[src/hw/rtl/assert_macros.svh]
// ----------------------------------------------------------------------------
// assert_macros - shared concurrent assertion helpers
// clocked on clk, disabled while rst_n is low
// ----------------------------------------------------------------------------
`ifndef ASSERT_MACROS_SVH
`define ASSERT_MACROS_SVH

// property checked at every rising edge outside reset
`define ASSERT_CLK(label, prop, msg) \
  label: assert property (@(posedge clk) disable iff (!rst_n) (prop)) else $error(msg);

// antecedent implies consequent on the next edge
`define ASSERT_NEXT(label, ante, cons, msg) \
  label: assert property (@(posedge clk) disable iff (!rst_n) (ante) |=> (cons)) \
    else $error(msg);

`endif

[src/hw/rtl/slbsm_pkg.sv]
// ----------------------------------------------------------------------------
// slbsm_pkg - bank switch mapper types and constants
// bus command codes, target codes, register selects and address constants
// ----------------------------------------------------------------------------
package slbsm_pkg;

  typedef enum logic [1:0] {
    CMD_CPU_RD = 2'd0,
    CMD_CPU_WR = 2'd1,
    CMD_PPU_RD = 2'd2,
    CMD_PPU_WR = 2'd3
  } cmd_t;

  typedef enum logic [2:0] {
    TGT_NONE    = 3'd0,
    TGT_PRG_ROM = 3'd1,
    TGT_PRG_RAM = 3'd2,
    TGT_CHR     = 3'd3,
    TGT_NT_RAM  = 3'd4
  } target_t;

  // mapper register chosen by cpu address bits 14..13 on the fifth serial write
  typedef enum logic [1:0] {
    SEL_CTRL = 2'd0,
    SEL_CHR0 = 2'd1,
    SEL_CHR1 = 2'd2,
    SEL_PRG  = 2'd3
  } reg_sel_t;

  // configuration register indexes
  localparam logic [1:0] CFG_PRG_MASK = 2'd0;
  localparam logic [1:0] CFG_CHR_MASK = 2'd1;
  localparam logic [1:0] CFG_CHR_RAM  = 2'd2;

  localparam int          NAMETABLE_RAM_BYTES = 2048;
  localparam logic [2:0]  SHIFT_LEN           = 3'd5;
  localparam logic [1:0]  PRG_MODE_FIX_LAST   = 2'd3;
  localparam logic [3:0]  PRG_MASK_RST        = 4'hF;
  localparam logic [4:0]  CHR_MASK_RST        = 5'h1F;

  typedef struct packed {
    cmd_t        command;
    logic [15:0] bus_address;
    logic [7:0]  write_byte;
  } bus_beat_t;

endpackage

[src/hw/rtl/serial_loaded_bank_switch_mapper_core.sv]
// ----------------------------------------------------------------------------
// serial_loaded_bank_switch_mapper_core - serially loaded bank switch mapper
// translates cpu and ppu bus accesses into prg rom, prg ram, chr and
// nametable ram offsets, with a five-bit serial register load port
// ----------------------------------------------------------------------------
// usage:
//   in_*   one bus access per beat: command, bus_address, write_byte
//   out_*  one result per access: target, byte offset, write_enable and
//          the mirroring bits as they stand after that access
//   cfg_*  rom/ram geometry, written with cfg_we while the block is idle
// flow: each access passes through the input register, then the result
//   register; one access per cycle while the receiver keeps taking results,
//   set by the single pass from the input register through the bank logic
//   and serial register update into the result register
// a stalled receiver holds the result register; the input register keeps
//   filling behind it, so in_ready drops only when both are full
// reset: both stages empty, serial register cleared, prg mode fixes the last
//   bank, bank and mirroring registers cleared, masks at full size, chr rom
// ----------------------------------------------------------------------------
`include "assert_macros.svh"

module serial_loaded_bank_switch_mapper_core
  import slbsm_pkg::*;
(
  input  logic        clk,
  input  logic        rst_n,
  // input channel
  input  logic        in_valid,
  output logic        in_ready,
  input  logic [1:0]  in_command,
  input  logic [15:0] in_bus_address,
  input  logic [7:0]  in_write_byte,
  // result channel
  output logic        out_valid,
  input  logic        out_ready,
  output logic [2:0]  out_target,
  output logic [17:0] out_byte_offset,
  output logic        out_write_enable,
  output logic [1:0]  out_mirroring_mode,
  // configuration
  input  logic        cfg_we,
  input  logic [1:0]  cfg_index,
  input  logic [4:0]  cfg_wdata
);

  // configuration
  logic [3:0] prg_bank_mask_r;
  logic [4:0] chr_bank_mask_r;
  logic       chr_is_ram_r;

  // mapper state
  logic [4:0] shift_value_r,   shift_value_nxt;
  logic [2:0] shift_count_r,   shift_count_nxt;
  logic [1:0] mirroring_r,     mirroring_nxt;
  logic [1:0] prg_mode_r,      prg_mode_nxt;
  logic       chr_4k_r,        chr_4k_nxt;
  logic [4:0] chr_low_r,       chr_low_nxt;
  logic [4:0] chr_high_r,      chr_high_nxt;
  logic [3:0] prg_bank_r,      prg_bank_nxt;
  logic       prg_ram_on_r,    prg_ram_on_nxt;

  // pipeline
  logic       in_vld_r;
  bus_beat_t  beat_r;
  logic       out_vld_r;
  target_t    target_r,  target_nxt;
  logic [17:0] mapped_r, mapped_nxt;
  logic       we_r,      we_nxt;
  logic [1:0] mirr_out_r;

  logic       advance;
  logic       in_fire;

  // stage two moves when the result register is free or being drained
  assign advance  = !out_vld_r || out_ready;
  assign in_ready = !in_vld_r || advance;
  assign in_fire  = in_valid && in_ready;

  // --------------------------------------------------------------------------
  // translation and serial register update
  // --------------------------------------------------------------------------
  logic        is_cpu, is_write;
  logic [15:0] addr;
  logic [13:0] pa;
  logic        upper;
  logic [3:0]  prg_sel;
  logic [3:0]  prg_page;
  logic [4:0]  chr_bank;
  logic [12:0] nt_off;
  logic [4:0]  shifted;
  logic [2:0]  count_inc;
  logic        step;

  always_comb begin
    addr      = beat_r.bus_address;
    pa        = addr[13:0];
    is_cpu    = (beat_r.command == CMD_CPU_RD) || (beat_r.command == CMD_CPU_WR);
    is_write  = (beat_r.command == CMD_CPU_WR) || (beat_r.command == CMD_PPU_WR);
    upper     = addr[14];
    step      = in_vld_r && advance;

    case (prg_mode_r)
      2'd0, 2'd1: prg_sel = {prg_bank_r[3:1], upper};
      2'd2:       prg_sel = upper ? prg_bank_r : 4'd0;
      default:    prg_sel = upper ? prg_bank_mask_r : prg_bank_r;
    endcase
    prg_page = prg_sel & prg_bank_mask_r;

    // 8k chr mode drops bit 0 of the low bank
    if (chr_4k_r) begin
      chr_bank = (pa[12] ? chr_high_r : chr_low_r) & chr_bank_mask_r;
    end else begin
      chr_bank = chr_low_r & chr_bank_mask_r & 5'h1E;
    end

    nt_off = 13'(pa[12:0] % NAMETABLE_RAM_BYTES);

    target_nxt = TGT_NONE;
    mapped_nxt = '0;
    we_nxt     = 1'b0;
    if (is_cpu) begin
      if (addr[15]) begin
        if (!is_write) begin
          target_nxt = TGT_PRG_ROM;
          mapped_nxt = {prg_page, addr[13:0]};
        end
      end else if (addr[14] && addr[13]) begin
        target_nxt = TGT_PRG_RAM;
        mapped_nxt = {5'd0, addr[12:0]};
        we_nxt     = is_write && prg_ram_on_r;
      end
    end else if (!pa[13]) begin
      target_nxt = TGT_CHR;
      if (chr_4k_r) begin
        mapped_nxt = {1'b0, chr_bank, pa[11:0]};
      end else begin
        mapped_nxt = {1'b0, chr_bank[4:1], pa[12:0]};
      end
      we_nxt = is_write && chr_is_ram_r;
    end else begin
      target_nxt = TGT_NT_RAM;
      mapped_nxt = {5'd0, nt_off};
      we_nxt     = is_write;
    end

    // serial load register, filled lsb first
    shifted   = {beat_r.write_byte[0], shift_value_r[4:1]};
    count_inc = shift_count_r + 3'd1;

    shift_value_nxt = shift_value_r;
    shift_count_nxt = shift_count_r;
    mirroring_nxt   = mirroring_r;
    prg_mode_nxt    = prg_mode_r;
    chr_4k_nxt      = chr_4k_r;
    chr_low_nxt     = chr_low_r;
    chr_high_nxt    = chr_high_r;
    prg_bank_nxt    = prg_bank_r;
    prg_ram_on_nxt  = prg_ram_on_r;

    if (step && (beat_r.command == CMD_CPU_WR) && addr[15]) begin
      if (beat_r.write_byte[7]) begin
        shift_value_nxt = '0;
        shift_count_nxt = '0;
        prg_mode_nxt    = PRG_MODE_FIX_LAST;
      end else if (count_inc >= SHIFT_LEN) begin
        shift_value_nxt = '0;
        shift_count_nxt = '0;
        case (reg_sel_t'(addr[14:13]))
          SEL_CTRL: begin
            mirroring_nxt = shifted[1:0];
            prg_mode_nxt  = shifted[3:2];
            chr_4k_nxt    = shifted[4];
          end
          SEL_CHR0: chr_low_nxt  = shifted;
          SEL_CHR1: chr_high_nxt = shifted;
          SEL_PRG: begin
            prg_bank_nxt   = shifted[3:0];
            prg_ram_on_nxt = !shifted[4];
          end
          default: ;
        endcase
      end else begin
        shift_value_nxt = shifted;
        shift_count_nxt = count_inc;
      end
    end
  end

  // --------------------------------------------------------------------------
  // registers
  // --------------------------------------------------------------------------
  always_ff @(posedge clk) begin
    if (!rst_n) begin
      prg_bank_mask_r <= PRG_MASK_RST;
      chr_bank_mask_r <= CHR_MASK_RST;
      chr_is_ram_r    <= 1'b0;
    end else if (cfg_we) begin
      case (cfg_index)
        CFG_PRG_MASK: prg_bank_mask_r <= cfg_wdata[3:0];
        CFG_CHR_MASK: chr_bank_mask_r <= cfg_wdata;
        CFG_CHR_RAM:  chr_is_ram_r    <= cfg_wdata[0];
        default: ;
      endcase
    end
  end

  always_ff @(posedge clk) begin
    if (!rst_n) begin
      shift_value_r <= '0;
      shift_count_r <= '0;
      mirroring_r   <= '0;
      prg_mode_r    <= PRG_MODE_FIX_LAST;
      chr_4k_r      <= 1'b0;
      chr_low_r     <= '0;
      chr_high_r    <= '0;
      prg_bank_r    <= '0;
      prg_ram_on_r  <= 1'b0;
      in_vld_r      <= 1'b0;
      out_vld_r     <= 1'b0;
    end else begin
      shift_value_r <= shift_value_nxt;
      shift_count_r <= shift_count_nxt;
      mirroring_r   <= mirroring_nxt;
      prg_mode_r    <= prg_mode_nxt;
      chr_4k_r      <= chr_4k_nxt;
      chr_low_r     <= chr_low_nxt;
      chr_high_r    <= chr_high_nxt;
      prg_bank_r    <= prg_bank_nxt;
      prg_ram_on_r  <= prg_ram_on_nxt;
      if (in_ready) begin
        in_vld_r <= in_valid;
      end
      if (advance) begin
        out_vld_r <= in_vld_r;
      end
    end
  end

  // payload registers
  always_ff @(posedge clk) begin
    if (in_fire) begin
      beat_r <= '{command: cmd_t'(in_command), bus_address: in_bus_address,
                  write_byte: in_write_byte};
    end
    if (step) begin
      target_r   <= target_nxt;
      mapped_r   <= mapped_nxt;
      we_r       <= we_nxt;
      mirr_out_r <= mirroring_nxt;
    end
  end

  assign out_valid          = out_vld_r;
  assign out_target         = target_r;
  assign out_byte_offset    = mapped_r;
  assign out_write_enable   = we_r;
  assign out_mirroring_mode = mirr_out_r;

  // --------------------------------------------------------------------------
  // assertions
  // --------------------------------------------------------------------------
  `ASSERT_CLK(a_shift_count_range, shift_count_r < SHIFT_LEN,
              "serial shift count passed five")
  `ASSERT_CLK(a_we_has_target, !(out_vld_r && we_r) || (target_r != TGT_NONE),
              "write enable without a target memory")
  `ASSERT_CLK(a_rom_read_only, !(out_vld_r && target_r == TGT_PRG_ROM) || !we_r,
              "prg rom marked writable")
  `ASSERT_NEXT(a_stall_holds_input, in_vld_r && out_vld_r && !out_ready, in_vld_r,
               "input stage lost a beat while the result stage stalled")
  `ASSERT_NEXT(a_reset_write, step && beat_r.command == CMD_CPU_WR &&
               beat_r.bus_address[15] && beat_r.write_byte[7],
               shift_count_r == 3'd0 && prg_mode_r == PRG_MODE_FIX_LAST,
               "serial reset write did not clear the load register")

endmodule

[config.mk]
export PLATFORM = sky130hd
export DESIGN_NAME = serial_loaded_bank_switch_mapper_core
export DESIGN_NICKNAME = d
export VERILOG_FILES = /design/src/hw/rtl/slbsm_pkg.sv /design/src/hw/rtl/serial_loaded_bank_switch_mapper_core.sv
export VERILOG_INCLUDE_DIRS = /design/src /design/src/hw/rtl
export SDC_FILE = /design/constraint.sdc
export NUM_CORES = 1
export LEC_CHECK = 0
export BUFFER_PORTS_ARGS = -buffer_cell sky130_fd_sc_hd__buf_4
export CAP_MARGIN = 25
export CORE_MARGIN = 10
export CORE_UTILIZATION = 59
export CTS_CLUSTER_SIZE = 40
export DETAILED_ROUTE_END_ITERATION = 8
export PLACE_DENSITY = 0.84
export SLEW_MARGIN = 25
export SYNTH_ARGS = -nofsm -noshare
export SYNTH_HDL_FRONTEND = slang
export SYNTH_SLANG_ARGS = --single-unit
[constraint.sdc]
create_clock -name clk -period 7.11 [get_ports clk]
set_input_delay 1.422 -clock clk [delete_from_list [all_inputs] [get_ports clk]]
set_output_delay 1.422 -clock clk [all_outputs]
set_load 0.005 [all_outputs]
---- Word-level counts from Yosys, hierarchy flattened ----
Cells that the tools add are included.
W data, S select, Z words.
storage, ports and cells
  bits in registers ....................... 90
  input port bits ......................... 38
cells by class
  $add $sub $neg .......................... 1
  order comparisons ....................... 1
  equality and inequality tests ........... 9
  mux-type cells .......................... 31
  bitwise operators ....................... 4
  reductions and logical operators ........ 29
operators by type and width
  kind                   count
  $mux W18               3
  $mux W13               2
  $mux W5                4
  $mux W17               1
  $mux W2                8
  $reduce_and A4 Y1      4
  $mux W3                5
  $and A5 B5 Y5          2
  $eq A2 B2 Y1 const B   5
  $eq A2 B1 Y1 const B   4
  $logic_not A2 Y1       4
  $mux W4                2
  $pmux W4 S2            1
  $logic_and A1 B1 Y1    7
  $reduce_and A2 Y1      3
  $mux W1                5
  $and A4 B4 Y4          1
  $logic_or A1 B1 Y1     4
  $reduce_bool A2 Y1     2
  $add A3 B1 Y3 const B  1
  $ge A3 B3 Y1 const B   1
  $logic_not A1 Y1       3
  $reduce_and A3 Y1      1
  $reduce_or A2 Y1       1
  $not A1 Y1             1

---- Longest topological paths before layout ----
Gate-level depths: netlist (run 1).
  depth after elaboration ................. 7
  depth in mapped cells ................... 6
  mapped depth without buffers ............ 6

---- Worst setup path after synthesis (run 1) ----
OpenSTA, ideal clock, no wires.
  path type ............................... input to register
  start ................................... input out_ready
  end ..................................... register shift_value_r[3]
  arrival time ............................ 3.169 ns
  data required time ...................... 7.031 ns
  path slack .............................. 3.862 ns
  stages .................................. 4
  cells stage by stage .................... nor2b_4 nor2b_1 nand3_1 o22ai_1
between the ends
  cells in the longest elaborated chain, start to end .. 4
ends and longest elaborated chain
  item                              RTL line                                      text
  start, declared                   serial_loaded_bank_switch_mapper_core.sv:35   input logic out_ready,
  $logic_or A1 B1 Y1                serial_loaded_bank_switch_mapper_core.sv:75   assign advance = !out_vld_r || out_ready;
  $logic_and A1 B1 Y1               serial_loaded_bank_switch_mapper_core.sv:100  step = in_vld_r && advance;
  net step                          serial_loaded_bank_switch_mapper_core.sv:92   logic step;
  $logic_and A1 B1 Y1 (2 in a row)  serial_loaded_bank_switch_mapper_core.sv:160  if (step && (beat_r.command == CMD_CPU_WR) && addr[15]) begin
  end signal, assigned              serial_loaded_bank_switch_mapper_core.sv:221  shift_value_r <= shift_value_nxt;
  end, declared                     serial_loaded_bank_switch_mapper_core.sv:52   logic [4:0] shift_value_r, shift_value_nxt;
The timed path passes the listed nets, and every way through them passes these cells.
A chain may end at the register's enable or synchronous reset.

---- Worst setup path after layout (run 1) ----
  start ................................... input out_ready
  end ..................................... output in_ready
between the ends
  cells in the longest elaborated chain, start to end .. 2
ends and longest elaborated chain
  item                RTL line                                     text
  $logic_or A1 B1 Y1  serial_loaded_bank_switch_mapper_core.sv:75
  $logic_or A1 B1 Y1  serial_loaded_bank_switch_mapper_core.sv:76  assign in_ready = !in_vld_r || advance;
  end, declared       serial_loaded_bank_switch_mapper_core.sv:29  output logic in_ready,
No other way between the ends.

==> results.cfg, run 1 <==
[power_and_ir_drop]
power_density_nw_per_um2 = 229
leakagePower_nw = 1.55
ir_drop_mv = 0.153

[floorplanning]
row_count = 27
coreArea_um2 = 5510
fp.dieArea_um2 = 9070
ioPinCount = 64
fp.dieW_um = 95.3
start_util_pct = 60.7
die_h_um = 95.3

[setup_path]
r2r_slack_ns = 4.80
cp-end-kind = primary output
slowest_delay_ns = 0.20
cp_slowest_cell = nor2b_4
critPathMaxFanout = 7
cp-start-kind = input pin
crit_top_cell = buf_4
crit_family = simple AND/OR/NAND/NOR gates
crit_chain = buf_4, nor2b_4, nand2_1, buf_4
worstSetupPathType = input pin to primary output
worstPathArrival_ns = 1.98
crit_required_ns = 5.69
worst-path-buf-inv = 2

[logic_synthesis]
synthesis.area_um2 = 3340
syn-num-nets = 312
async_reset_ff_share_pct = 0
yosys_register_bits = 83
synth_warnings = 0
avgSynthCellArea_um2 = 12.3
postSynthCellCount = 272
yosysUniqueCellTypes = 40
synth_edf_count = 44
ys.flop_type = edfxtp_1
yosysSeqAreaShare_pct = 62.9

[clocking]
cts_setup_buffers = 0
path_clk_slew_ns = 0.08
cts-root-buf = clkbuf_8
cts_tree = done
cts_buffer_depth = 2
cts-buffers-inserted = 9
cts_sinks = 83
h-tree-depth = 3
ctsHoldBuffers = 0
clk_latency_ns = 0.36
post_cts_resized = 0

[sta]
hold_viol_final = 0
final_max_slew_viol_count = 0
period_share_pct = 47.9
finalSetupViolations = 0
slew_headroom_pct = 39.4
setup_slack_ns = 3.71
setup-tns-final_ns = 0
rsz0062_at_grt = false
finalClockSkew_ns = 0.00829
fmax_mhz = 294
min_period_ns = 3.40
tightest_slew_ns = 0.909

[drt]
drt_pass1_iterations = 4
antenna_left = 0
wl_per_cell_um = 17.5
drt_iter0_drc = 117
drcViolationCount = 0
viasPerCell = 5.52
vias = 2268
drt-total-wl_um = 7180

[finish]
insertedDiodeCount = 0
drive_gt1_share_pct = 26.3
final_nets = 374
syn2layout_area_growth_pct = 20.7
stdcell_count = 411
post-route-util_pct = 73.2

[grt]
grt_max_degree = 36
grt_pass1_vias = 2226
grt_util_all_layers_pct = 16.1
grt-ovfl-total = 0
antenna_found_initial = 0
grt_pass1_wl_um = 11200

[worst_hold_path]
hold_path_class = register to register

[place]
dpl.hpwl_um = 5080
place_inst = 395
gp_congestion = 0.862
pre_cts_ws_ns = 3.72
io_buffers = 57

[run_status]
status = finished, final reports clean

[run]
maxCapViolCount = 0
state kept, by name (all words and copies together) (netlist names), 2 cells and up:
register / flops
mirroring_r: 2
chr_low_r: 5
prg_mode_r: 2
shift_value_r: 4
addr: 16
prg_bank_mask_r: 4
out_target: 3
shift_count_r: 3
out_byte_offset: 18
out_mirroring_mode: 2
prg_bank_r: 4
chr_high_r: 5
chr_bank_mask_r: 5
beat_r: 4
synth_stat cells, types with 4 or more instances:
master	n	area share [%]
a21oi_1	7	1.0
dfxtp_1	39	23
mux2i_1	30	9.0
nor2b_1	16	3.0
edfxtp_1	44	40
o21ai_0	7	1.0
inv_1	5	0.56
nor2_1	10	1.1
clkbuf_1	7	0.79
nand2_1	51	5.7
o22ai_1	6	1.1
nand3_1	4	0.60
placed cells by master (no fill, tap or decap), types with 4 or more instances in the layout:
master / n
o21ai_0: 7
mux2i_1: 30
a21oi_1: 7
dfxtp_1: 39
nor2_1: 10
nand2_1: 51
o22ai_1: 6
inv_1: 5
buf_4: 59
edfxtp_1: 44
nor2b_1: 15
clkbuf_8: 9
nand3_1: 4
report_power, final:
part / total [mW] / switching, mW / internal (mW) / leakage (nW)
sequential: 0.533 / 0.00992 / 0.523 / 0.738
clock: 0.329 / 0.169 / 0.160 / 0.0865
combinational: 0.0605 / 0.0294 / 0.0311 / 0.723
through the flow:
stage,power [mW],cell area (um2),hold WS (ns)
global route,0.956,4030,0.475
floorplan,0.569,3340,0.431
CTS,0.927,4030,0.461
finish,0.922,4030,0.459
global placement,0.601,3840,0.439
detailed placement,0.604,3840,0.450
tightest hold or removal path, delay by kind of cell (launching register included):
| kind | cells | cell delay (ns) |
|---|---|---|
| simple gates | 1 | 0.05 |
| flops | 1 | 0.31 |
| mux | 1 | 0.05 |
cell families (layout without fill, tap and decap cells):
group | Yosys count | in the layout | synth area share, %
AND/OR/NAND/NOR | 108 | 108 | 18.5
flip-flops | 83 | 83 | 62.9
multiplexers | 33 | 33 | 10.0
AO/OA/AOI/OAI | 31 | 31 | 5.80
buffers and inverters | 14 | 81 | 1.80
adder cells (fa/ha/maj) | 2 | 2 | 0.749
XOR/XNOR | 1 | 1 | 0.262
final cells by class:
type,instances,area [um2]
Clock inverter,7,68.8
Timing Repair Buffer,59,443
Multi-Input combinational cell,175,1180
Fill cell,404,1470
Sequential cell,83,2100
Inverter,6,22.5
Tap cell,72,90.1
Clock buffer,9,124
worst paths after layout:
path / start / end / depth (start not counted)
max: out_ready / in_ready / 4
min: chr_low_r[1] / chr_low_r[1] / 2
max reg2reg: shift_count_r[0] / out_mirroring_mode[1] / 6
min reg2reg: chr_low_r[1] / chr_low_r[1] / 2
per-layer routing:
metal  vias to the layer above  wire, um  GRT usage, %
met5                         -         0             0
met4                         0       128          7.73
met3                        16       593          5.26
met2                        77      3680          26.7
met1                      1076      2780          18.4
li1                       1099         -             -
No activity file was read; power rests on OpenSTA's default activity.
==> inputs of run 2 (changes only) <==
- CORE_UTILIZATION: 59 -> 49
- PLACE_DENSITY: 0.84 -> 0.75
- clock period: 7.11 -> 2.85 ns (I/O delays scaled with it)
==> results.cfg, run 2 (synthesized netlist as in run 1, its figures left out) <==
[setup_path]
worst-r2r-cell-count = 6
slowest_delay_ns = 0.52
crit_chain = inv_1, ha_1, or3b_2, nand2_1, nor4_4, mux2_2
cp.depth = 6
crit_family = simple AND/OR/NAND/NOR gates
crit_required_ns = 2.95
cp-end-kind = register
cp-start-kind = register
worst-path-buf-inv = 1
worstPathArrival_ns = 2.33
cp_slowest_cell = or3b_2
worstSetupPathType = register to register
critPathMaxFanout = 5

[floorplanning]
die_h_um = 103
row_count = 30
fp.dieArea_um2 = 10500
ioPinCount = 64
start_util_pct = 49.7
coreArea_um2 = 6720
fp.dieW_um = 103

[drt]
wl_per_cell_um = 16.7
antenna_left = 0
viasPerCell = 5.31
drcViolationCount = 0
drt_iter0_drc = 151
drt-total-wl_um = 7000
drt_pass1_iterations = 4
vias = 2231

[sta]
min_period_ns = 2.24
whs_ns = 0.394
hold_viol_final = 0
rsz0062_at_grt = false
setup-tns-final_ns = 0
slew_headroom_pct = 42.9
setup_slack_ns = 0.615
finalSetupViolations = 0
period_share_pct = 78.4
finalClockSkew_ns = 0.00798
tightest_slew_ns = 0.845
final_max_slew_viol_count = 0
fmax_mhz = 447

[clocking]
ctsHoldBuffers = 0
cts_tree = done
cts-buffers-inserted = 9
cts-root-buf = clkbuf_8
post_cts_resized = 0
cts_buffer_depth = 2
h-tree-depth = 3
clk_latency_ns = 0.35
path_clk_slew_ns = 0.08
cts_sinks = 83
cts_setup_buffers = 0

[place]
pre_cts_ws_ns = 0.610
io_buffers = 57
placed_area_um2 = 3860
dpl.hpwl_um = 5150
gp_congestion = 0.799

[grt]
antenna_found_initial = 0
grt_pass1_wl_um = 11500
grt_pass1_vias = 2309
grt_util_all_layers_pct = 14.1
grt-ovfl-total = 0
grt_max_degree = 36

[finish]
drive_gt1_share_pct = 26.2
insertedDiodeCount = 0
syn2layout_area_growth_pct = 20.9
layout_commonest_cell = buf_4
post-route-util_pct = 60.1
final_nets = 375
layout_common_cells = 60 x buf_4, 51 x nand2_1, 44 x edfxtp_1
largest_register_ffs = 18
final_cell_area_um2 = 4040

[power_and_ir_drop]
intPower_mw = 1.77
combPwrFrac_pct = 6.7
leakagePower_nw = 1.56
p_sw_share_pct = 21.5
ir_drop_mv = 0.300
p_seq_share_pct = 58.8
clockPowerShare_pct = 34.5
p_switching_mw = 0.485
power_density_nw_per_um2 = 559

[worst_hold_path]
whs_path_depth = 1
hold_path_class = input pin to register

[run_status]
status = finished, final reports clean

[run]
maxCapViolCount = 0
-- run 2: cell count changes in the layout (fill, tap and decap cells not counted) --
| cell | before | now |
|---|---|---|
| clkinv_4 | 1 | 0 |
| clkbuf_1 | 0 | 3 |
| clkinvlp_4 | 3 | 0 |
| clkbuf_8 | 9 | 10 |
| clkinv_1 | 3 | 1 |
| buf_4 | 59 | 60 |
| clkbuf_16 | 0 | 1 |
| bufinv_16 | 1 | 0 |
| clkinv_2 | 0 | 2 |
-- run 2: through the flow --
stage / std cells / total power [mW]
global placement: 404 / 1.50
floorplan: 272 / 1.42
CTS: 420 / 2.28
detailed placement: 404 / 1.51
global route: 420 / 2.35
finish: 420 / 2.26
-- run 2: final cells by class --
cell class	count	area [um2]
sequential	83	2100
inverter	6	22.5
clock buffer	14	174
tap	80	100
multi-input combinational	175	1180
clock inverter	2	10.0
timing repair buffer	60	450
fill	535	2680
-- run 2: routing by layer --
metal  up-vias  part of all wire [%]  global-route usage [%]
met3        10                   5.4                    4.76
met5         -                     0                       0
li1       1100                     -                       -
met2        45                    52                    23.8
met4         0                   1.4                    5.10
met1      1076                    41                    16.2
-- run 2: power groups by stage --
stage,Sequential [mW],Combinational (mW),Clock [mW]
4_1_cts,1.33,0.154,0.800
6_report,1.33,0.151,0.780
2_1_floorplan,1.35,0.0733,0
3_5_place_dp,1.36,0.153,0
3_3_place_gp,1.35,0.147,0
5_1_grt,1.33,0.167,0.851
-- run 2: final timing paths --
kind / endpoint / slack (ns) / start
max: out_mirroring_mode[0] / 0.61 / shift_count_r[0]
min: addr[0] / 0.39 / in_bus_address[0]
max reg2reg: out_mirroring_mode[0] / 0.61 / shift_count_r[0]
min reg2reg: chr_low_r[2] / 0.46 / chr_low_r[2]
==> inputs of run 3 (changes only) <==
- clock period: 2.85 -> 1.9 ns (I/O delays scaled with it)
==> results.cfg, run 3 (synthesized netlist as in run 1, its figures left out) <==
[worst_hold_path]
whs_path_depth = 1
min_to = addr[7]
hold_path_class = input pin to register
min_from = in_bus_address[7]

[finish]
layout_common_cells = 74 x buf_4, 50 x nand2_1, 44 x edfxtp_1
stdcell_count = 436
final_nets = 391
layout_commonest_cell = buf_4
final_cell_area_um2 = 4260
insertedDiodeCount = 0
regArea_um2 = 2110
drive_gt1_share_pct = 33.1
largest_register_ffs = 18
syn2layout_area_growth_pct = 27.5
multiInputGateArea_um2 = 1250
fillers = 527

[place]
place_inst = 417
gp_congestion = 0.819
placed_area_um2 = 3990
io_buffers = 57
dpl.hpwl_um = 5250

[clocking]
ctsHoldBuffers = 0
cts_tree = done
h-tree-depth = 3
path_clk_slew_ns = 0.09
cts-buffers-inserted = 9
cts-root-buf = clkbuf_8
clk_latency_ns = 0.36
cts_sinks = 83
cts_buffer_depth = 2

[floorplanning]
ioPinCount = 64
fp.dieArea_um2 = 10500
coreArea_um2 = 6720
die_h_um = 103
start_util_pct = 49.7
row_count = 30
fp.dieW_um = 103

[setup_path]
r2r-end = out_mirroring_mode[1]
worst-r2r-cell-count = 6
crit-reg2reg-launch = shift_count_r[0]
crit_required_ns = 2.01
worstSetupPathType = register to register
cp-start-kind = register
critPathMaxFanout = 4
r2r_slack_ns = 0.07
cp-end-kind = register
worstPathArrival_ns = 1.94

[drt]
drt_pass1_iterations = 4
vias = 2318
drt-total-wl_um = 7200
drt_iter0_drc = 89
antenna_left = 0
viasPerCell = 5.32
drcViolationCount = 0
wl_per_cell_um = 16.5

[grt]
grt_pass1_vias = 2457
grt_util_all_layers_pct = 14.7
antenna_found_initial = 0
grt_pass1_wl_um = 12000
grt-ovfl-total = 0
grt_max_degree = 23

[sta]
min_period_ns = 1.83
finalSetupViolations = 0
rsz0062_at_grt = true
hold_viol_final = 0
fmax_mhz = 546
tightest_slew_ns = 0.896
setup-tns-final_ns = 0
period_share_pct = 96.4
slew_headroom_pct = 40.3
final_max_slew_viol_count = 0
finalClockSkew_ns = 0.0112

[run_status]
status = finished, final reports clean

[run]
maxCapViolCount = 0

[power_and_ir_drop]
ir_drop_mv = 0.660
p_total_mw = 3.51
leakagePower_nw = 1.66
power_density_nw_per_um2 = 823
## run 3: changes by cell type in the layout (fill, tap and decap cells not counted), sizes merged
cell	previous run	this run
inv	5	7
buf	60	76
bufinv	0	1
clkbuf	14	9
clkinvlp	0	2
## run 3: layout make-up
class | instances | share of cell area [%]
repair buffers | 76 | 13.8
flip-flops and latches | 83 | 49.4
multi-input cells | 175 | 29.2
inverters | 6 | 0.528
clock inverters | 7 | 1.76
well taps | 80 | 2.35
clock buffers | 9 | 2.91
## run 3: worst max path at each step
stage	startpoint	endpoint	slack, ns	depth (start not counted)
detailed placement	shift_count_r[0]	out_mirroring_mode[1]	-0.08	6
global route	shift_count_r[0]	out_mirroring_mode[1]	-0.01	6
finish	shift_count_r[0]	out_mirroring_mode[1]	0.07	6
global placement	shift_count_r[0]	out_mirroring_mode[1]	-0.008	6
floorplan	beat_r[25]	out_mirroring_mode[0]	0.003	5
CTS	beat_r[25]	out_mirroring_mode[1]	0.02	4
## run 3: critical path: stages, from the launching register on
cell,delay [ns]
dfxtp_4,0.37
inv_2,0.05
ha_4,0.25
or3b_4,0.14
nand2_4,0.05
nor4_4,0.39
mux2_4,0.33
## run 3: metrics by stage
step	utilization [%]	setup slack [ns]	hold slack, ns
floorplan	-	0.00317	0.431
global placement	59.4	-0.00781	0.442
CTS	62.8	0.0163	0.179
global route	63.4	-0.0132	0.175
detailed placement	59.4	-0.0787	0.447
finish	63.4	0.0687	0.193
## run 3: routing by layer
metal	share of wire (%)	vias to the layer above	routed length [um]	GRT usage, %
met2	51	61	3640	24.3
met3	6.3	13	456	3.89
met1	41	1113	2980	17.6
met4	1.8	0	131	6.51
li1	-	1131	-	-
met5	0	-	0	0
## run 3: what timing repair did
action,in CTS,in global routing
setup buffers,4,1
resized for setup,1,10
setup endpoints to repair,3,17
endpoints found under the hold margin,0,0
pin swaps,2,4
## run 3: where the power goes
part,switching [mW],internal [mW],leakage (nW)
sequential,0.0292,1.95,0.739
combinational,0.120,0.130,0.828
clock,0.661,0.614,0.0939
total,0.810,2.70,1.66
